## src/rtl/lket_pkg.sv

```systemverilog
// ----------------------------------------------------------------------------
// lket_pkg
// Shared types and constants for the LRU key eviction tracker.
// ----------------------------------------------------------------------------
package lket_pkg;

    localparam int ENTRIES     = 16;               // slots in the table
    localparam int KEY_BITS    = 64;               // stored key width
    localparam int KEY_FIELD_W = 64;               // key field on the ports
    localparam int RANK_W      = 64;               // rank counter width
    localparam int OP_W        = 3;
    localparam int STATUS_W    = 3;
    localparam int IDX_W       = $clog2(ENTRIES);
    localparam int SCAN_W      = $clog2(ENTRIES);

    typedef logic [KEY_BITS-1:0]    t_key;
    typedef logic [KEY_FIELD_W-1:0] t_key_field;
    typedef logic [RANK_W-1:0]      t_rank;
    typedef logic [IDX_W-1:0]       t_idx;
    typedef logic [SCAN_W-1:0]      t_scan;

    typedef enum logic [OP_W-1:0] {
        OP_ADD     = 3'd0,
        OP_REFRESH = 3'd1,
        OP_DELETE  = 3'd2,
        OP_EVICT   = 3'd3,
        OP_CLEAR   = 3'd4
    } t_opcode;

    typedef enum logic [STATUS_W-1:0] {
        STAT_OK        = 3'd0,
        STAT_NOT_FOUND = 3'd1,
        STAT_EMPTY     = 3'd2,
        STAT_FULL      = 3'd3,
        STAT_DUP       = 3'd4
    } t_status;

    typedef enum logic [1:0] {
        S_IDLE,
        S_SCAN,
        S_EXEC
    } t_state;

    // Running-minimum token passed from cell to cell
    typedef struct packed {
        logic  vld;
        t_rank rank;
        t_key  key;
        t_idx  idx;
    } t_tok;

    // Broadcast update controls, applied in the commit cycle
    typedef struct packed {
        logic  add_en;
        logic  refresh_en;
        logic  delete_en;
        logic  evict_en;
        logic  clear_en;
        t_key  key;
        t_rank rank;
        t_idx  evict_idx;
    } t_cell_ctl;

endpackage

```

## src/rtl/lket_cell.sv

```systemverilog
// ----------------------------------------------------------------------------
// lket_cell
// One table slot: key, rank, valid, plus one stage of the min-rank chain.
// ----------------------------------------------------------------------------
module lket_cell (
    input  logic                  i_clk,
    input  logic                  i_rst_n,
    input  lket_pkg::t_idx        i_idx,
    input  lket_pkg::t_cell_ctl   i_ctl,
    input  logic                  i_free_seen,
    output logic                  o_free_seen,
    output logic                  o_match,
    input  lket_pkg::t_tok        i_tok,
    output lket_pkg::t_tok        o_tok
);
    import lket_pkg::*;

    logic   r_valid;
    t_key   r_key;
    t_rank  r_rank;
    t_tok   r_tok;
    t_tok   n_tok;
    logic   w_take;

    assign o_match     = r_valid && (r_key == i_ctl.key);
    assign o_free_seen = i_free_seen || !r_valid;
    // lowest free slot: free here, none free upstream
    assign w_take      = !r_valid && !i_free_seen;

    always_ff @(posedge i_clk) begin
        if (!i_rst_n) begin
            r_valid <= 1'b0;
        end else if (i_ctl.clear_en) begin
            r_valid <= 1'b0;
        end else if (i_ctl.add_en && w_take) begin
            r_valid <= 1'b1;
        end else if (i_ctl.delete_en && o_match) begin
            r_valid <= 1'b0;
        end else if (i_ctl.evict_en && (i_ctl.evict_idx == i_idx)) begin
            r_valid <= 1'b0;
        end
    end

    always_ff @(posedge i_clk) begin
        if (i_ctl.add_en && w_take) begin
            r_key  <= i_ctl.key;
            r_rank <= i_ctl.rank;
        end else if (i_ctl.refresh_en && o_match) begin
            r_rank <= i_ctl.rank;
        end
    end

    // strict compare: on a tie the upstream (lower) slot keeps the token
    always_comb begin
        n_tok = i_tok;
        if (r_valid && (!i_tok.vld || (r_rank < i_tok.rank))) begin
            n_tok.vld  = 1'b1;
            n_tok.rank = r_rank;
            n_tok.key  = r_key;
            n_tok.idx  = i_idx;
        end
    end

    always_ff @(posedge i_clk) begin
        if (!i_rst_n) begin
            r_tok <= '0;
        end else begin
            r_tok <= n_tok;
        end
    end

    assign o_tok = r_tok;

endmodule

```

## config.mk

```make
export PLATFORM = sky130hd
export DESIGN_NAME = lket_cell
export DESIGN_NICKNAME = d
export VERILOG_FILES = /design/src/rtl/lket_pkg.sv /design/src/rtl/lket_cell.sv
export SDC_FILE = /design/constraint.sdc
export NUM_CORES = 1
export LEC_CHECK = 0
export BUFFER_PORTS_ARGS = -buffer_cell sky130_fd_sc_hd__buf_2
export CAP_MARGIN = 20
export CORE_MARGIN = 2
export CORE_UTILIZATION = 45
export DETAILED_ROUTE_END_ITERATION = 12
export PLACE_DENSITY_LB_ADDON = 0.1
export SYNTH_ARGS = -nofsm -noshare
export SYNTH_HDL_FRONTEND = slang
export SYNTH_SLANG_ARGS = --single-unit
export TNS_END_PERCENT = 1
```

## constraint.sdc

```tcl
create_clock -name i_clk -period 6.45 [get_ports i_clk]
set_input_delay 0 -clock i_clk [delete_from_list [all_inputs] [get_ports i_clk]]
set_output_delay 0 -clock i_clk [all_outputs]
set_load 0.03 [all_outputs]
```

==> impl_metrics.csv <==
group,metric,value,unit
die,rows,58,
grt,track_usage,25.9,%
power_and_ir_drop,pwr_density_cell,243,nW/um2
die,ioPinCount,412,
sta,whs,0.0145,ns
placement,gp_congestion,0.845,
worst_setup_path,worstSetupEndpointType,"flop",
yosys,synth.yosys.warnings,0,
clock_network,cts-resized-gates,0,
finish,fin_nets,2049,
placement,dp_worst_setup_slack,3.42,ns
clock_network,root_buffer,"clkbuf_16",
clock_network,clk_pin_slew_worst_paths,0.06,ns
finish,seqCellArea,6530,um2
finish,multi_input_area,4500,um2
clock_network,insertion_delay,0.53,ns
power_and_ir_drop,comb_power_share,16.6,%
grt,grt_max_degree,102,
yosys,ys_seq_elements,262,
yosys,synth_top_family_by_area,"simple AND/OR/NAND/NOR gates",
clock_network,cts-hold-fix-buffers,267,
clock_network,tritoncts,"yes",
yosys,synthFlopType,"dfxtp_1",
yosys,synth_compound_area_share,3.44,%
finish,n_fill_cell,1895,
die,die-area,26900,um2
worst_setup_path,reg2reg_setup_slack,2.85,ns
detailed_routing,vias,10100,
grt,grt-ovfl-total,0,
finish,fin_area,17500,um2
power_and_ir_drop,vdd_drop_max,0.000225,V
grt,grt_pass1_wl,53900,um
finish,drive_gt1_share,27.1,%
worst_setup_path,critPathKind,"flop to flop",
sta,worstMarginPinSlew,1.06,ns
yosys,synth_edf_count,128,
yosys,synthArstFlopShare,0,%
worst_setup_path,required,6.92,ns
sta,grt_setup_unrepaired,"false",
detailed_routing,first_iter_violations,583,
placement,port_buffers,411,
finish,syn2layout_area_growth,51.8,%
worst_setup_path,path_max_fanout,44,
sta,hold_violations,0,
sta,setup_violations,0,
power_and_ir_drop,total_power,4.25,mW
detailed_routing,drcViolationCount,0,
detailed_routing,viasPerCell,4.87,
clock_network,clock-sinks,262,
outcome,status,"complete, no violations",
detailed_routing,wl,35900,um
yosys,synthXorXnorAreaFrac,4.49,%
sta,fin_crit_sh,55.8,%
grt,grt_pass1_vias,10200,
power_and_ir_drop,switching_power,1.10,mW
clock_network,clock_path_buffers,3,
run,drv_cap,0,
detailed_routing,wire_per_inst,17.4,um
placement,dp_cells,1741,
grt,antenna_found_initial,5,
yosys,synth.avg_cell_area,11.1,um2
finish,post-route-util,69.6,%
sta,clock_skew,0.00975,ns
die,die_w,164,um
sta,tns,0,ns
worst_hold_path,hp-class,"input pin to flop",
power_and_ir_drop,p_leak,7.88,nW
sta,slew-limit-headroom,29.3,%
power_and_ir_drop,clock_power_share,39.0,%
worst_setup_path,worstPathArrival,4.07,ns
yosys,synthSimpleGateAreaFrac,12.6,%
yosys,syn_area,11500,um2
yosys,muxShareOfSynthArea,11.5,%
clock_network,htreeDepth,1,
yosys,syn_nets,1380,
clock_network,numCtsBuffers,29,
power_and_ir_drop,p_sw_share,25.8,%
detailed_routing,dr.pass1.iters,5,
sta,finalCriticalPeriod,3.60,ns
sta,finalMaxSlewViolations,0,
placement,placed_cell_area,13800,um2
sta,setup_ws,2.85,ns
die,initial_core_util,45.8,%
yosys,synth_cells,1040,
power_and_ir_drop,internal_power,3.15,mW
die,fp.dieH,164,um
sta,fmax,278,MHz
worst_setup_path,cp-start-kind,"flop",
yosys,synthAdderAreaFrac,6.85,%
yosys,synth.distinct_cells,39,
clock_network,post_cts_buffers,0,
power_and_ir_drop,seqPwrFrac,44.5,%
yosys,ys_seq_area_share,56.7,%
finish,instances_no_fill,2066,
placement,hpwl,24100,um
die,core_area,25100,um2
detailed_routing,ant_nets,0,
-- layout make-up --
class                   count  share of cell area, %
diodes                      5                 0.0716
clock buffers              41                   4.82
clock inverters            12                  0.673
inverters                  72                   1.55
multi-input cells         661                   25.8
flip-flops and latches    262                   37.4
well taps                 330                   2.36
repair buffers            683                   27.4
-- sequential cells by signal, summed over array words and instances (netlist names) --
name,flops
o_tok,133
r_key,64
r_rank,64
r_valid,1
-- synthesized netlist by cell type (all sizes together), types with 5 or more instances --
library cell / number / area share, %
ha: 63 / 6.9
inv: 72 / 2.3
xnor2: 26 / 2.0
nand2b: 5 / 0.27
nand2: 281 / 9.2
nor2b: 8 / 0.43
nand4: 19 / 1.1
buf: 15 / 1.1
xor2: 33 / 2.5
nand3: 6 / 0.26
nor4: 13 / 0.82
o21ai: 14 / 0.61
edfxtp: 128 / 33
clkbuf: 30 / 0.98
a21oi: 26 / 1.1
dfxtp: 134 / 23
mux2i: 132 / 11
-- worst max-delay path, cell delays in order (launching register included) --
cell and delay [ns]:
edfxtp_1 0.39, ha_1 0.31, a21oi_1 0.16, o21ai_1 0.11
a21oi_1 0.15, o21ai_1 0.08, a221oi_1 0.33, o21ai_1 0.23
a31oi_4 0.25, buf_4 0.67, mux2i_1 0.27, dlygate4sd3_1 0.57
-- per-layer routing --
metal  part of all wire [%]  global-route usage, %  routed length [um]  vias up
met5                      0                      0                   0        -
met4                    3.1                   8.29                1100        0
met3                    7.6                   5.15                2710       65
met2                     49                   45.8               17700      393
met1                     40                   31.7               14400     4707
li1                       -                      -                   -     4887
-- power by group through the flow --
stage / Sequential (mW) / Combinational, mW / Clock, mW
floorplan: 2.04 / 0.220 / 0
finish: 1.89 / 0.704 / 1.65
detailed placement: 1.92 / 0.563 / 0
global placement: 1.92 / 0.557 / 0
global route: 1.90 / 0.760 / 1.76
CTS: 1.89 / 0.697 / 1.69
-- cell usage in the layout, fill, tap and decap left out, drive strengths merged, types with 3 or more instances in the layout --
master / n
buf: 415
nand2: 281
dlygate4sd3: 267
dfxtp: 134
mux2i: 132
edfxtp: 128
inv: 72
ha: 63
clkbuf: 42
xor2: 33
xnor2: 26
a21oi: 26
nand4: 19
o21ai: 14
nor4: 13
nor2b: 8
clkinv: 7
nand3: 6
diode: 5
nand2b: 5
nor2: 4
a21o: 4
a221oi: 3
nor3: 3
clkinvlp: 3
a31oi: 3
-- path summary, 6_finish.rpt --
path	depth (start not counted)	start	end
setup / recovery	11	r_rank[2]	o_tok[2]
hold reg to reg	2	r_rank[49]	o_tok[117]
setup reg to reg	11	r_rank[2]	o_tok[2]
hold / removal	3	i_rst_n	o_tok[12]
-- cell families after synthesis --
group / after synthesis
buffers and inverters: 117
DFF: 262
AOI/OAI and AO/OA: 64
and+or+nand+nor: 343
adders and majority gates: 63
xor gates and xnor gates: 59
muxes: 132
Note: power is estimated with default switching activity, not from simulation.
